[config.mk]
export PLATFORM = sky130hd
export DESIGN_NAME = servo_command_frame_parser
export DESIGN_NICKNAME = d
export VERILOG_FILES = /design/src/rtl/scp_pkg.sv /design/src/rtl/scp_ram.sv /design/src/rtl/scp_queue.sv /design/src/rtl/scp_front.sv /design/src/rtl/scp_back.sv /design/src/rtl/servo_command_frame_parser.sv
export SDC_FILE = /design/constraint.sdc
export NUM_CORES = 1
export LEC_CHECK = 0
export ABC_AREA = 1
export BUFFER_PORTS_ARGS = -buffer_cell sky130_fd_sc_hd__buf_2
export CORE_UTILIZATION = 45
export DETAILED_ROUTE_END_ITERATION = 10
export GPL_TIMING_DRIVEN = 0
export PLACE_DENSITY = 0.64
export SLEW_MARGIN = 5
export SYNTH_ARGS = -nofsm -noshare
export SYNTH_HDL_FRONTEND = slang
export SYNTH_SLANG_ARGS = --single-unit
[constraint.sdc]
create_clock -name clk -period 10.7 [get_ports clk]
set_input_delay 0.535 -clock clk [delete_from_list [all_inputs] [get_ports clk]]
set_output_delay 0.535 -clock clk [all_outputs]
set_load 0.01 [all_outputs]
[src/rtl/scp_pkg.sv]
// ----------------------------------------------------------------------------
// scp_pkg: shared types and constants of the servo command frame parser
// Request structs for both channels, the job record passed from the parser
// front to the result back, and the fixed protocol codes.
// ----------------------------------------------------------------------------
package scp_pkg;

  // Frame protocol bytes and command codes
  localparam logic [7:0] HDR_BYTE    = 8'hFE;
  localparam logic [7:0] END_BYTE    = 8'hFA;
  localparam logic [7:0] CMD_SET_ALL = 8'h22;
  localparam logic [7:0] CMD_SET_ONE = 8'h21;
  localparam logic [7:0] CMD_READ    = 8'h20;

  localparam logic signed [15:0] NO_CHANGE = 16'sh7FFF;
  localparam logic [16:0]        MS_MAX    = 17'h1FFFF;

  // Configuration register indexes and reset values
  localparam logic [1:0] CFG_TIMEOUT  = 2'd0;
  localparam logic [1:0] CFG_POWER_ON = 2'd1;
  localparam logic [1:0] CFG_TORQUE   = 2'd2;

  localparam logic [15:0] TIMEOUT_RST  = 16'd3000;
  localparam logic [7:0]  POWER_ON_RST = 8'd16;
  localparam logic [7:0]  TORQUE_RST   = 8'd87;

  // Result kinds
  localparam logic [1:0] KIND_ANGLE   = 2'd0;
  localparam logic [1:0] KIND_STATUS  = 2'd1;
  localparam logic [1:0] KIND_RELEASE = 2'd2;

  // Job codes handed from front to back
  localparam logic [1:0] JOB_STATUS  = 2'd0;
  localparam logic [1:0] JOB_RELEASE = 2'd1;
  localparam logic [1:0] JOB_ALL     = 2'd2;
  localparam logic [1:0] JOB_ONE     = 2'd3;

  // Depth of the job queue between front and back
  localparam int unsigned JOBQ_DEPTH = 4;

  typedef struct packed {
    logic       req_type;
    logic [7:0] rx_byte;
  } scp_in_t;

  typedef struct packed {
    logic [1:0]        kind;
    logic [4:0]        servo_index;
    logic signed [15:0] angle;
    logic              servo_en;
    logic              host_control;
    logic              last;
  } scp_out_t;

  typedef struct packed {
    logic [1:0]         code;
    logic [4:0]         last_idx;
    logic [4:0]         sel_idx;
    logic signed [15:0] angle;
    logic               enabled;
    logic               held;
  } scp_job_t;

endpackage

[src/rtl/scp_ram.sv]
// ----------------------------------------------------------------------------
// scp_ram: generic single-write, single-read RAM
// One write port and one read port; read data is registered.
// ----------------------------------------------------------------------------
module scp_ram #(
  parameter int unsigned WIDTH = 8,
  parameter int unsigned DEPTH = 32
) (
  input  logic                     clk,
  input  logic                     wr_en,
  input  logic [$clog2(DEPTH)-1:0] wr_addr,
  input  logic [WIDTH-1:0]         wr_data,
  input  logic [$clog2(DEPTH)-1:0] rd_addr,
  output logic [WIDTH-1:0]         rd_data
);

  logic [WIDTH-1:0] mem [DEPTH];

  always_ff @(posedge clk) begin
    if (wr_en) begin
      mem[wr_addr] <= wr_data;
    end
    rd_data <= mem[rd_addr];
  end

endmodule

[src/rtl/scp_queue.sv]
// ----------------------------------------------------------------------------
// scp_queue: short job queue between parser front and result back
// Circular buffer of job records with full and empty flags.
// ----------------------------------------------------------------------------
module scp_queue
  import scp_pkg::*;
#(
  parameter int unsigned DEPTH = 4
) (
  input  logic     clk,
  input  logic     rst_n,
  input  logic     push,
  input  scp_job_t push_data,
  output logic     full,
  input  logic     pop,
  output scp_job_t pop_data,
  output logic     empty
);

  localparam int unsigned PW = (DEPTH > 1) ? $clog2(DEPTH) : 1;
  localparam int unsigned CW = $clog2(DEPTH + 1);

  scp_job_t         slot_r [DEPTH];
  logic [PW-1:0]    wptr_r, wptr_nxt;
  logic [PW-1:0]    rptr_r, rptr_nxt;
  logic [CW-1:0]    cnt_r, cnt_nxt;

  assign full     = (cnt_r == CW'(DEPTH));
  assign empty    = (cnt_r == '0);
  assign pop_data = slot_r[rptr_r];

  // Pointer and fill count update
  always_comb begin
    wptr_nxt = wptr_r;
    rptr_nxt = rptr_r;
    cnt_nxt  = cnt_r;
    if (push) begin
      wptr_nxt = (wptr_r == PW'(DEPTH - 1)) ? '0 : wptr_r + 1'b1;
    end
    if (pop) begin
      rptr_nxt = (rptr_r == PW'(DEPTH - 1)) ? '0 : rptr_r + 1'b1;
    end
    if (push && !pop) begin
      cnt_nxt = cnt_r + 1'b1;
    end else if (pop && !push) begin
      cnt_nxt = cnt_r - 1'b1;
    end
  end

  always_ff @(posedge clk) begin
    if (!rst_n) begin
      wptr_r <= '0;
      rptr_r <= '0;
      cnt_r  <= '0;
    end else begin
      wptr_r <= wptr_nxt;
      rptr_r <= rptr_nxt;
      cnt_r  <= cnt_nxt;
    end
  end

  // Slot storage, no reset needed
  always_ff @(posedge clk) begin
    if (push) begin
      slot_r[wptr_r] <= push_data;
    end
  end

endmodule

[src/rtl/scp_front.sv]
// ----------------------------------------------------------------------------
// scp_front: request intake, frame parsing and command classification
// Holds configuration, parser state, control timer and enable flag. Writes
// parameter bytes into the even/odd stores and queues one job per request
// that produces results.
// ----------------------------------------------------------------------------
module scp_front
  import scp_pkg::*;
#(
  parameter int unsigned SERVO_COUNT = 18,
  parameter int unsigned MAX_PARAMS  = 64,
  parameter int unsigned AW          = 5
) (
  input  logic          clk,
  input  logic          rst_n,
  // request channel
  input  logic          in_valid,
  output logic          in_ready,
  input  scp_in_t       in_data,
  // configuration
  input  logic          cfg_valid,
  output logic          cfg_ready,
  input  logic [1:0]    cfg_index,
  input  logic [15:0]   cfg_data,
  // parameter store write
  output logic          wr_even,
  output logic          wr_odd,
  output logic [AW-1:0] wr_addr,
  output logic [7:0]    wr_data,
  // job queue
  output logic          push,
  output scp_job_t      push_data,
  input  logic          q_full,
  input  logic          back_busy
);

  localparam logic [1:0] PH_IDLE = 2'd0;
  localparam logic [1:0] PH_HDR1 = 2'd1;
  localparam logic [1:0] PH_HDR2 = 2'd2;
  localparam logic [1:0] PH_BODY = 2'd3;

  logic [15:0] timeout_r;
  logic [7:0]  power_code_r, torque_code_r;

  logic [1:0]  phase_r, phase_nxt;
  logic [7:0]  len_r, len_nxt;
  logic [7:0]  cmd_r, cmd_nxt;
  logic [7:0]  bc_r, bc_nxt;
  logic        held_r, held_nxt;
  logic [16:0] ms_r, ms_nxt;
  logic        en_r, en_nxt;
  // copies of the first three parameter bytes for set-single
  logic [7:0]  p0_r, p1_r, p2_r;

  logic        accept;
  logic [7:0]  b;
  logic [7:0]  widx;
  logic        store_wr;
  logic [16:0] ms_inc;
  logic [7:0]  half_len;
  logic [7:0]  all_cnt;

  assign cfg_ready = 1'b1;

  // Stall store-writing bytes while earlier jobs may still read the store
  assign in_ready = !q_full && !((phase_r == PH_BODY) && (bc_r != '0) && back_busy);
  assign accept   = in_valid && in_ready;
  assign b        = in_data.rx_byte;
  assign widx     = bc_r - 8'd1;

  assign ms_inc   = (ms_r < MS_MAX) ? ms_r + 17'd1 : ms_r;
  assign half_len = (len_r >= 8'd1) ? ((len_r - 8'd1) >> 1) : 8'd0;
  assign all_cnt  = (half_len > 8'(SERVO_COUNT)) ? 8'(SERVO_COUNT) : half_len;

  // Parameter store write port
  assign store_wr = accept && !in_data.req_type && (phase_r == PH_BODY)
                    && (bc_r != '0) && (widx < 8'(MAX_PARAMS));
  assign wr_even  = store_wr && !widx[0];
  assign wr_odd   = store_wr && widx[0];
  assign wr_addr  = AW'(widx[7:1]);
  assign wr_data  = b;

  // Parse, dispatch and timer logic
  always_comb begin
    phase_nxt = phase_r;
    len_nxt   = len_r;
    cmd_nxt   = cmd_r;
    bc_nxt    = bc_r;
    held_nxt  = held_r;
    ms_nxt    = ms_r;
    en_nxt    = en_r;
    push      = 1'b0;
    push_data = '0;
    if (accept) begin
      if (in_data.req_type) begin
        // millisecond tick
        ms_nxt = ms_inc;
        if (held_r && (ms_inc > {1'b0, timeout_r})) begin
          held_nxt       = 1'b0;
          push           = 1'b1;
          push_data.code = JOB_RELEASE;
        end
      end else if ((b == END_BYTE) && (phase_r == PH_IDLE)) begin
        // dispatch the stored command
        ms_nxt         = '0;
        held_nxt       = 1'b1;
        push           = 1'b1;
        push_data.code = JOB_STATUS;
        priority if (cmd_r == power_code_r) begin
          en_nxt = 1'b1;
        end else if (cmd_r == CMD_SET_ALL) begin
          if (all_cnt != '0) begin
            push_data.code     = JOB_ALL;
            push_data.last_idx = 5'(all_cnt - 8'd1);
          end
        end else if (cmd_r == CMD_SET_ONE) begin
          if ((len_r >= 8'd4) && (p0_r < 8'(SERVO_COUNT))) begin
            push_data.code     = JOB_ONE;
            push_data.last_idx = 5'(SERVO_COUNT - 1);
            push_data.sel_idx  = p0_r[4:0];
            push_data.angle    = $signed({p1_r, p2_r});
          end
        end else if (cmd_r == CMD_READ) begin
          en_nxt = en_r;
        end else if (cmd_r == torque_code_r) begin
          if (len_r >= 8'd2) begin
            en_nxt = 1'b1;
          end
        end else begin
          en_nxt = en_r;
        end
      end else begin
        // frame parser
        unique case (phase_r)
          PH_IDLE: begin
            if (b == HDR_BYTE) begin
              phase_nxt = PH_HDR1;
            end
          end
          PH_HDR1: begin
            phase_nxt = (b == HDR_BYTE) ? PH_HDR2 : PH_IDLE;
          end
          PH_HDR2: begin
            len_nxt   = b;
            cmd_nxt   = '0;
            bc_nxt    = '0;
            phase_nxt = ((b >= 8'd1) && (b <= 8'(MAX_PARAMS + 1))) ? PH_BODY : PH_IDLE;
          end
          default: begin
            if (bc_r == '0) begin
              cmd_nxt = b;
            end
            bc_nxt = bc_r + 8'd1;
            if ((bc_r + 8'd1) >= len_r) begin
              phase_nxt = PH_IDLE;
            end
          end
        endcase
      end
    end
    push_data.enabled = en_nxt;
    push_data.held    = held_nxt;
  end

  always_ff @(posedge clk) begin
    if (!rst_n) begin
      timeout_r     <= TIMEOUT_RST;
      power_code_r  <= POWER_ON_RST;
      torque_code_r <= TORQUE_RST;
      phase_r       <= PH_IDLE;
      len_r         <= '0;
      cmd_r         <= '0;
      bc_r          <= '0;
      held_r        <= 1'b0;
      ms_r          <= '0;
      en_r          <= 1'b0;
    end else begin
      phase_r <= phase_nxt;
      len_r   <= len_nxt;
      cmd_r   <= cmd_nxt;
      bc_r    <= bc_nxt;
      held_r  <= held_nxt;
      ms_r    <= ms_nxt;
      en_r    <= en_nxt;
      // configuration writes; index 3 is ignored
      if (cfg_valid) begin
        unique case (cfg_index)
          CFG_TIMEOUT:  timeout_r     <= cfg_data;
          CFG_POWER_ON: power_code_r  <= cfg_data[7:0];
          CFG_TORQUE:   torque_code_r <= cfg_data[7:0];
          default: ;
        endcase
      end
    end
  end

  // Copies of parameters 0..2, no reset
  always_ff @(posedge clk) begin
    if (store_wr) begin
      if (widx == 8'd0) p0_r <= b;
      if (widx == 8'd1) p1_r <= b;
      if (widx == 8'd2) p2_r <= b;
    end
  end

endmodule

[src/rtl/scp_back.sv]
// ----------------------------------------------------------------------------
// scp_back: result generation
// Pops one job at a time and emits its results through an output register,
// reading angle pairs from the even/odd parameter stores for set-all.
// ----------------------------------------------------------------------------
module scp_back
  import scp_pkg::*;
#(
  parameter int unsigned AW = 5
) (
  input  logic          clk,
  input  logic          rst_n,
  // job queue
  input  logic          q_empty,
  input  scp_job_t      q_data,
  output logic          pop,
  output logic          busy,
  // parameter store read
  output logic [AW-1:0] rd_addr,
  input  logic [7:0]    rd_even,
  input  logic [7:0]    rd_odd,
  // result channel
  output logic          out_valid,
  input  logic          out_ready,
  output scp_out_t      out_data
);

  localparam logic [1:0] ST_IDLE = 2'd0;
  localparam logic [1:0] ST_LOAD = 2'd1;
  localparam logic [1:0] ST_OUT  = 2'd2;

  logic [1:0] state_r, state_nxt;
  logic [4:0] idx_r, idx_nxt;
  scp_job_t   job_r, job_nxt;
  scp_out_t   out_r, out_nxt;
  logic       is_last;

  assign busy      = (state_r != ST_IDLE);
  assign out_valid = (state_r == ST_OUT);
  assign out_data  = out_r;
  assign is_last   = (idx_r == job_r.last_idx);
  // read data arrives in the cycle after the address, in time for the load
  assign rd_addr   = AW'(idx_nxt);

  always_comb begin
    state_nxt = state_r;
    idx_nxt   = idx_r;
    job_nxt   = job_r;
    out_nxt   = out_r;
    pop       = 1'b0;
    unique case (state_r)
      ST_IDLE: begin
        if (!q_empty) begin
          pop       = 1'b1;
          job_nxt   = q_data;
          idx_nxt   = '0;
          state_nxt = ST_LOAD;
        end
      end
      ST_LOAD: begin
        // build one result in the output register
        out_nxt.servo_index  = '0;
        out_nxt.angle        = '0;
        out_nxt.servo_en     = job_r.enabled;
        out_nxt.host_control = job_r.held;
        out_nxt.last         = is_last;
        unique case (job_r.code)
          JOB_ALL: begin
            out_nxt.kind        = KIND_ANGLE;
            out_nxt.servo_index = idx_r;
            out_nxt.angle       = $signed({rd_even, rd_odd});
          end
          JOB_ONE: begin
            out_nxt.kind        = KIND_ANGLE;
            out_nxt.servo_index = idx_r;
            out_nxt.angle       = (idx_r == job_r.sel_idx) ? job_r.angle : NO_CHANGE;
          end
          JOB_RELEASE: out_nxt.kind = KIND_RELEASE;
          default:     out_nxt.kind = KIND_STATUS;
        endcase
        state_nxt = ST_OUT;
      end
      default: begin
        if (out_ready) begin
          if (is_last) begin
            state_nxt = ST_IDLE;
          end else begin
            idx_nxt   = idx_r + 5'd1;
            state_nxt = ST_LOAD;
          end
        end
      end
    endcase
  end

  always_ff @(posedge clk) begin
    if (!rst_n) begin
      state_r <= ST_IDLE;
      idx_r   <= '0;
    end else begin
      state_r <= state_nxt;
      idx_r   <= idx_nxt;
    end
  end

  // Payload registers, no reset
  always_ff @(posedge clk) begin
    job_r <= job_nxt;
    out_r <= out_nxt;
  end

endmodule

[src/rtl/servo_command_frame_parser.sv]
// ----------------------------------------------------------------------------
// servo_command_frame_parser: serial servo command frame parser
// Parses header/length/command/parameter frames and turns dispatched
// commands and control timeouts into servo angle and status results.
// ----------------------------------------------------------------------------
// Usage:
//   in_*  : one request per handshake, either a received byte or a 1 ms tick.
//   out_* : result requests; the final one caused by a request has last set.
//   cfg_* : register writes (timeout, power-on code, torque-on code), always
//           ready; write only while the block is idle.
// Timing:
//   Requests are taken one per cycle while the job queue has room. Bytes
//   that write the parameter store are held off while earlier results are
//   still being produced, since those read the same store.
//   The first result is presented once its request has been queued, popped
//   and loaded into the output register; each further result of the same
//   request is loaded after the previous one is taken and then presented,
//   so results are never presented back to back.
// Reset (rst_n low, synchronous): parser idle, control released, servos
//   disabled, registers at their defaults, queue empty. The parameter store
//   is not cleared. A stalled result holds in the output register while the
//   front keeps taking requests until the queue fills or a parameter byte is due.
// ----------------------------------------------------------------------------
module servo_command_frame_parser
  import scp_pkg::*;
#(
  parameter int unsigned SERVO_COUNT = 18,
  parameter int unsigned MAX_PARAMS  = 64
) (
  input  logic        clk,
  input  logic        rst_n,
  input  logic        in_valid,
  output logic        in_ready,
  input  scp_in_t     in_data,
  output logic        out_valid,
  input  logic        out_ready,
  output scp_out_t    out_data,
  input  logic        cfg_valid,
  output logic        cfg_ready,
  input  logic [1:0]  cfg_index,
  input  logic [15:0] cfg_data
);

  localparam int unsigned HALF = (MAX_PARAMS + 1) / 2;
  localparam int unsigned AW   = $clog2(HALF);

  logic          wr_even, wr_odd;
  logic [AW-1:0] wr_addr, rd_addr;
  logic [7:0]    wr_data, rd_even, rd_odd;
  logic          push, pop, q_full, q_empty;
  logic          back_busy, busy;
  scp_job_t      push_data, pop_data;

  assign back_busy = busy || !q_empty;

  scp_front #(
    .SERVO_COUNT (SERVO_COUNT),
    .MAX_PARAMS  (MAX_PARAMS),
    .AW          (AW)
  ) u_front (
    .clk       (clk),
    .rst_n     (rst_n),
    .in_valid  (in_valid),
    .in_ready  (in_ready),
    .in_data   (in_data),
    .cfg_valid (cfg_valid),
    .cfg_ready (cfg_ready),
    .cfg_index (cfg_index),
    .cfg_data  (cfg_data),
    .wr_even   (wr_even),
    .wr_odd    (wr_odd),
    .wr_addr   (wr_addr),
    .wr_data   (wr_data),
    .push      (push),
    .push_data (push_data),
    .q_full    (q_full),
    .back_busy (back_busy)
  );

  // Even and odd parameter bytes, so one read gives a whole angle
  scp_ram #(.WIDTH(8), .DEPTH(HALF)) u_ram_even (
    .clk     (clk),
    .wr_en   (wr_even),
    .wr_addr (wr_addr),
    .wr_data (wr_data),
    .rd_addr (rd_addr),
    .rd_data (rd_even)
  );

  scp_ram #(.WIDTH(8), .DEPTH(HALF)) u_ram_odd (
    .clk     (clk),
    .wr_en   (wr_odd),
    .wr_addr (wr_addr),
    .wr_data (wr_data),
    .rd_addr (rd_addr),
    .rd_data (rd_odd)
  );

  scp_queue #(.DEPTH(JOBQ_DEPTH)) u_queue (
    .clk       (clk),
    .rst_n     (rst_n),
    .push      (push),
    .push_data (push_data),
    .full      (q_full),
    .pop       (pop),
    .pop_data  (pop_data),
    .empty     (q_empty)
  );

  scp_back #(.AW(AW)) u_back (
    .clk       (clk),
    .rst_n     (rst_n),
    .q_empty   (q_empty),
    .q_data    (pop_data),
    .pop       (pop),
    .busy      (busy),
    .rd_addr   (rd_addr),
    .rd_even   (rd_even),
    .rd_odd    (rd_odd),
    .out_valid (out_valid),
    .out_ready (out_ready),
    .out_data  (out_data)
  );

endmodule
==> results.md <==
- Global route total overflow: 0
- Synth unique cells: 43
- Syn nets: between 3000 and 4000
- GRT Overall Usage: 0.244
- Number of global-route vias before repair: between 20000 and 25000
- CTS tree: done
- Setup TNS: 0 ns
- CTS Buffer Depth: 3
- Vias per cell: 5.40
- Normalized max-slew margin: 0.00193
- Synth Area in XOR/XNOR: 0.00958
- Sw Ratio: 0.308
- Outcome: finished, violations left
- Register area share after synthesis: 0.660
- F_max: roughly 210 MHz
- Boundary pin count: 61
- DR iter-0 viols: 2640
- Drt first pass iters: 6
- First-pass GRT wire length: 147000 um
- DRC: 0
- Layout cells sized above 1: 0.0943
- Hold Crit Class: in2reg
- Synth Area in Adders: 0.0171
- DRT antenna net count: 0
- Core area: a little under 80000 um2
- Clock skew: roughly 0.031 ns
- Pwr per Cell Area: around 210 nW/um2
- Critical path's largest stage delay: ~0.43 ns
- Largest net degree at the start of global routing: between 70 and 80
- Synth-to-layout area growth: 13.6%
- Final hold slack: approximately 0.11 ns
- Final hold vios: 0
- CTS Hold Bufs: 0
- PostCTS Resize Cnt: 0
- Crit Path Category: reg2reg
- Ys async rst share: 0
- Logic pwr share: 0.208
- Clock group share of total power: 0.353
- DIE AREA: 80300 um2
- PortBufs: 58
- Critical Path Slowest Stage Cell: fa_1
- Cell Area, Synth: ~36000 um2
- Syn_area_per_cell: 10.6 um2
- Most used DFF post-synth: edfxtp_1
- Cell count after synthesis: around 3400
- Skew-Pair Late Insertion Delay: about 0.65 ns
- Final worst path period share: 0.436
- H-tree Lvls: 3
- Detailed placer's ending HPWL: roughly 68000 um
- Die extent in y: 283 um
- Minimum clock period: 4.66 ns
- Die span in x: 283 um
- Worst Path Arrival: between 5 and 6 ns
- Routability Congestion: 0.975
- Compound-cell area share of the yosys netlist: 0.0740
- Total Wirelength: around 100000 um
- Worst-path clk slew: 0.06 ns
- Delay-heaviest family, CP: simple AND/OR/NAND/NOR gates
- Initial antenna violation count: 1
- # clock sinks: ~820
- Clock root cell: clkbuf_16
- Synth Warn #: 0
- Max-capacitance violation count: 1
- Vias: about 25000
- RSZ-0062 raised after global routing: no
- Crit-path most repeated cell: nand2_1
- Largest family of logic cells by synthesized area: simple AND/OR/NAND/NOR gates
- #FFs+latches synth: 819
- Startpoint Class: register
- Worst setup EP type: register
- Post-route cell area: ~40000 um2
- Leak pwr: 15.7 nW
- Failing checks: capacitance limit
- CTS buffer count: 85
- Setup bufs post-CTS: 0
- Placed cell areas: approximately 38000 um2
- Mux cell area share after synthesis: 0
- Final setup violating endpoints: 0
- Critical path buffers and inverters: 2
- Critical path fanouts, max: 8
- Peak supply drop: around 0.13 mV
- Post-synthesis simple-gate area fraction: 0.166
- Post-synth EDFFs: 712
- Layout Nets: 3602
- # rows: 102
- Avg WL per Cell: around 21 um
- Filler cells: approximately 7000
- Final Util: 0.520
- Initial core utilization: 0.458
- Max Slew Vio Count: 0
- Internal power: a little under 6 mW
- Slew @ Worst Pin: 1.49 ns
- Required @ worst endpoint: around 11 ns
- Psw: 2.63 mW
- Sequential power share: 0.439
## worst register-to-register path, delay by kind of cell, from the launching register on
kind | cells | cell delay [ns]
compound gates | 4 | 0.51
xor+xnor | 1 | 0.10
fa+ha+maj | 3 | 0.87
buf+inv | 2 | 0.21
flops | 1 | 0.39
simple gates | 21 | 2.49
## synth_stat cells (74+ instances only)
cell      instances  area share
edfxtp_1        712        0.60
nand2_1         643       0.068
inv_1           456       0.048
nand3_1         319       0.045
nor2_1          232       0.024
o21ai_0         156       0.022
dfxtp_1         107       0.060
a21oi_1          90       0.013
o211ai_1         89       0.019
buf_2            80       0.011
nand4_1          79       0.014
o21ai_1          74       0.010
## logic make-up (layout without fill, tap and decap cells)
logic type               Yosys count  count (layout)
XOR/XNOR                          39              39
buffers and inverters            641             872
AO/OA/AOI/OAI                    463             463
AND/OR/NAND/NOR                 1353            1353
adder cells (fa/ha/maj)           48              48
flip-flops                       819             819
other                              1               3
## per-stage QoR
| step | std cells | total power, mW | setup slack, ns |
|---|---|---|---|
| 5_1_grt | 4635 | 8.87 | 5.52 |
| 3_3_place_gp | 4462 | 5.53 | 4.39 |
| 2_1_floorplan | 3364 | 4.83 | 6.45 |
| 3_5_place_dp | 4475 | 5.58 | 6.03 |
| 4_1_cts | 4635 | 8.57 | 5.97 |
| 6_report | 4637 | 8.56 | 6.04 |
## final timing paths
| path | from | to | slack (ns) | cells after the start |
|---|---|---|---|---|
| hold / removal | cfg_data[11] | u_front.timeout_r[11] | 0.11 | 3 |
| hold reg to reg | u_back.job_r[0] | u_back.out_data[1] | 0.43 | 0 |
| setup reg to reg | u_front.ms_r[12] | u_queue.cnt_r[2] | 6.04 | 31 |
| setup / recovery | u_front.ms_r[12] | u_queue.cnt_r[2] | 6.04 | 31 |
## power by group through the flow
stage	combinational, mW	clock [mW]	sequential (mW)
after CTS	1.77	3.05	3.76
after global routing	1.92	3.18	3.77
after floorplan	1.01	0	3.82
final	1.78	3.03	3.76
after global placement	1.70	0	3.83
after detailed placement	1.76	0	3.83
## final cells by class
type	count	area (um2)	area share
clock buffers	112	2290	0.0566
flip-flops and latches	819	23500	0.581
well taps	1040	1300	0.0321
plain buffers	175	878	0.0217
diodes	2	5.00	0.000124
repair buffers	71	653	0.0161
clock inverters	48	541	0.0133
multi-input cells	1904	9550	0.236
inverters	466	1750	0.0432
## sequential cells by signal, summed over array words and instances, names as in the netlist, 3 cells and up
register	cells
u_front.ms_r	17
u_queue.slot_r	120
u_back.out_data	26
u_ram_even.rd_data	8
u_back.idx_r	5
u_queue.cnt_r	3
u_front.p0_r	8
u_front.p2_r	8
u_ram_odd.rd_data	8
u_back.job_r	30
u_ram_odd.mem	256
u_front.bc_r	8
u_front.p1_r	8
u_ram_even.mem	256
u_front.torque_code_r	8
u_front.timeout_r	16
u_front.cmd_r	8
u_front.len_r	8
u_front.power_code_r	8
## layer usage
metal | vias to the layer above | global-route usage | part of all wire
li1 | 11800 | - | -
met1 | 12000 | 0.325 | 0.41
met2 | 990 | 0.401 | 0.48
met3 | 167 | 0.0395 | 0.078
met4 | 0 | 0.0951 | 0.034
met5 | - | 0 | 0
## placed cells by master, fill, tap and decap left out, types with 6 or more instances in the layout
cell type / Yosys / layout
nor3b_1: 24 / 22
o22ai_1: 33 / 33
nor2_1: 232 / 226
nor2_2: 6 / 6
clkinv_1: 3 / 18
o211ai_1: 89 / 89
nand4_1: 79 / 79
o21ai_1: 74 / 74
clkbuf_16: 0 / 85
edfxtp_1: 712 / 712
bufinv_16: 0 / 10
inv_2: 7 / 7
ha_1: 47 / 47
nor3_1: 25 / 25
a21oi_1: 90 / 90
clkbuf_1: 62 / 81
buf_16: 0 / 11
xnor2_1: 12 / 12
buf_1: 7 / 7
xor2_1: 27 / 27
nand2_1: 643 / 643
buf_2: 80 / 130
o21ai_0: 156 / 156
dfxtp_1: 107 / 107
nor4_1: 7 / 7
inv_1: 456 / 456
nand3_1: 319 / 319
clkinv_2: 0 / 13
clkbuf_8: 0 / 6
buf_4: 13 / 21
a211oi_1: 12 / 12
nor2_4: 0 / 6
buf_6: 9 / 9
No activity file was read; power rests on OpenSTA's default activity.
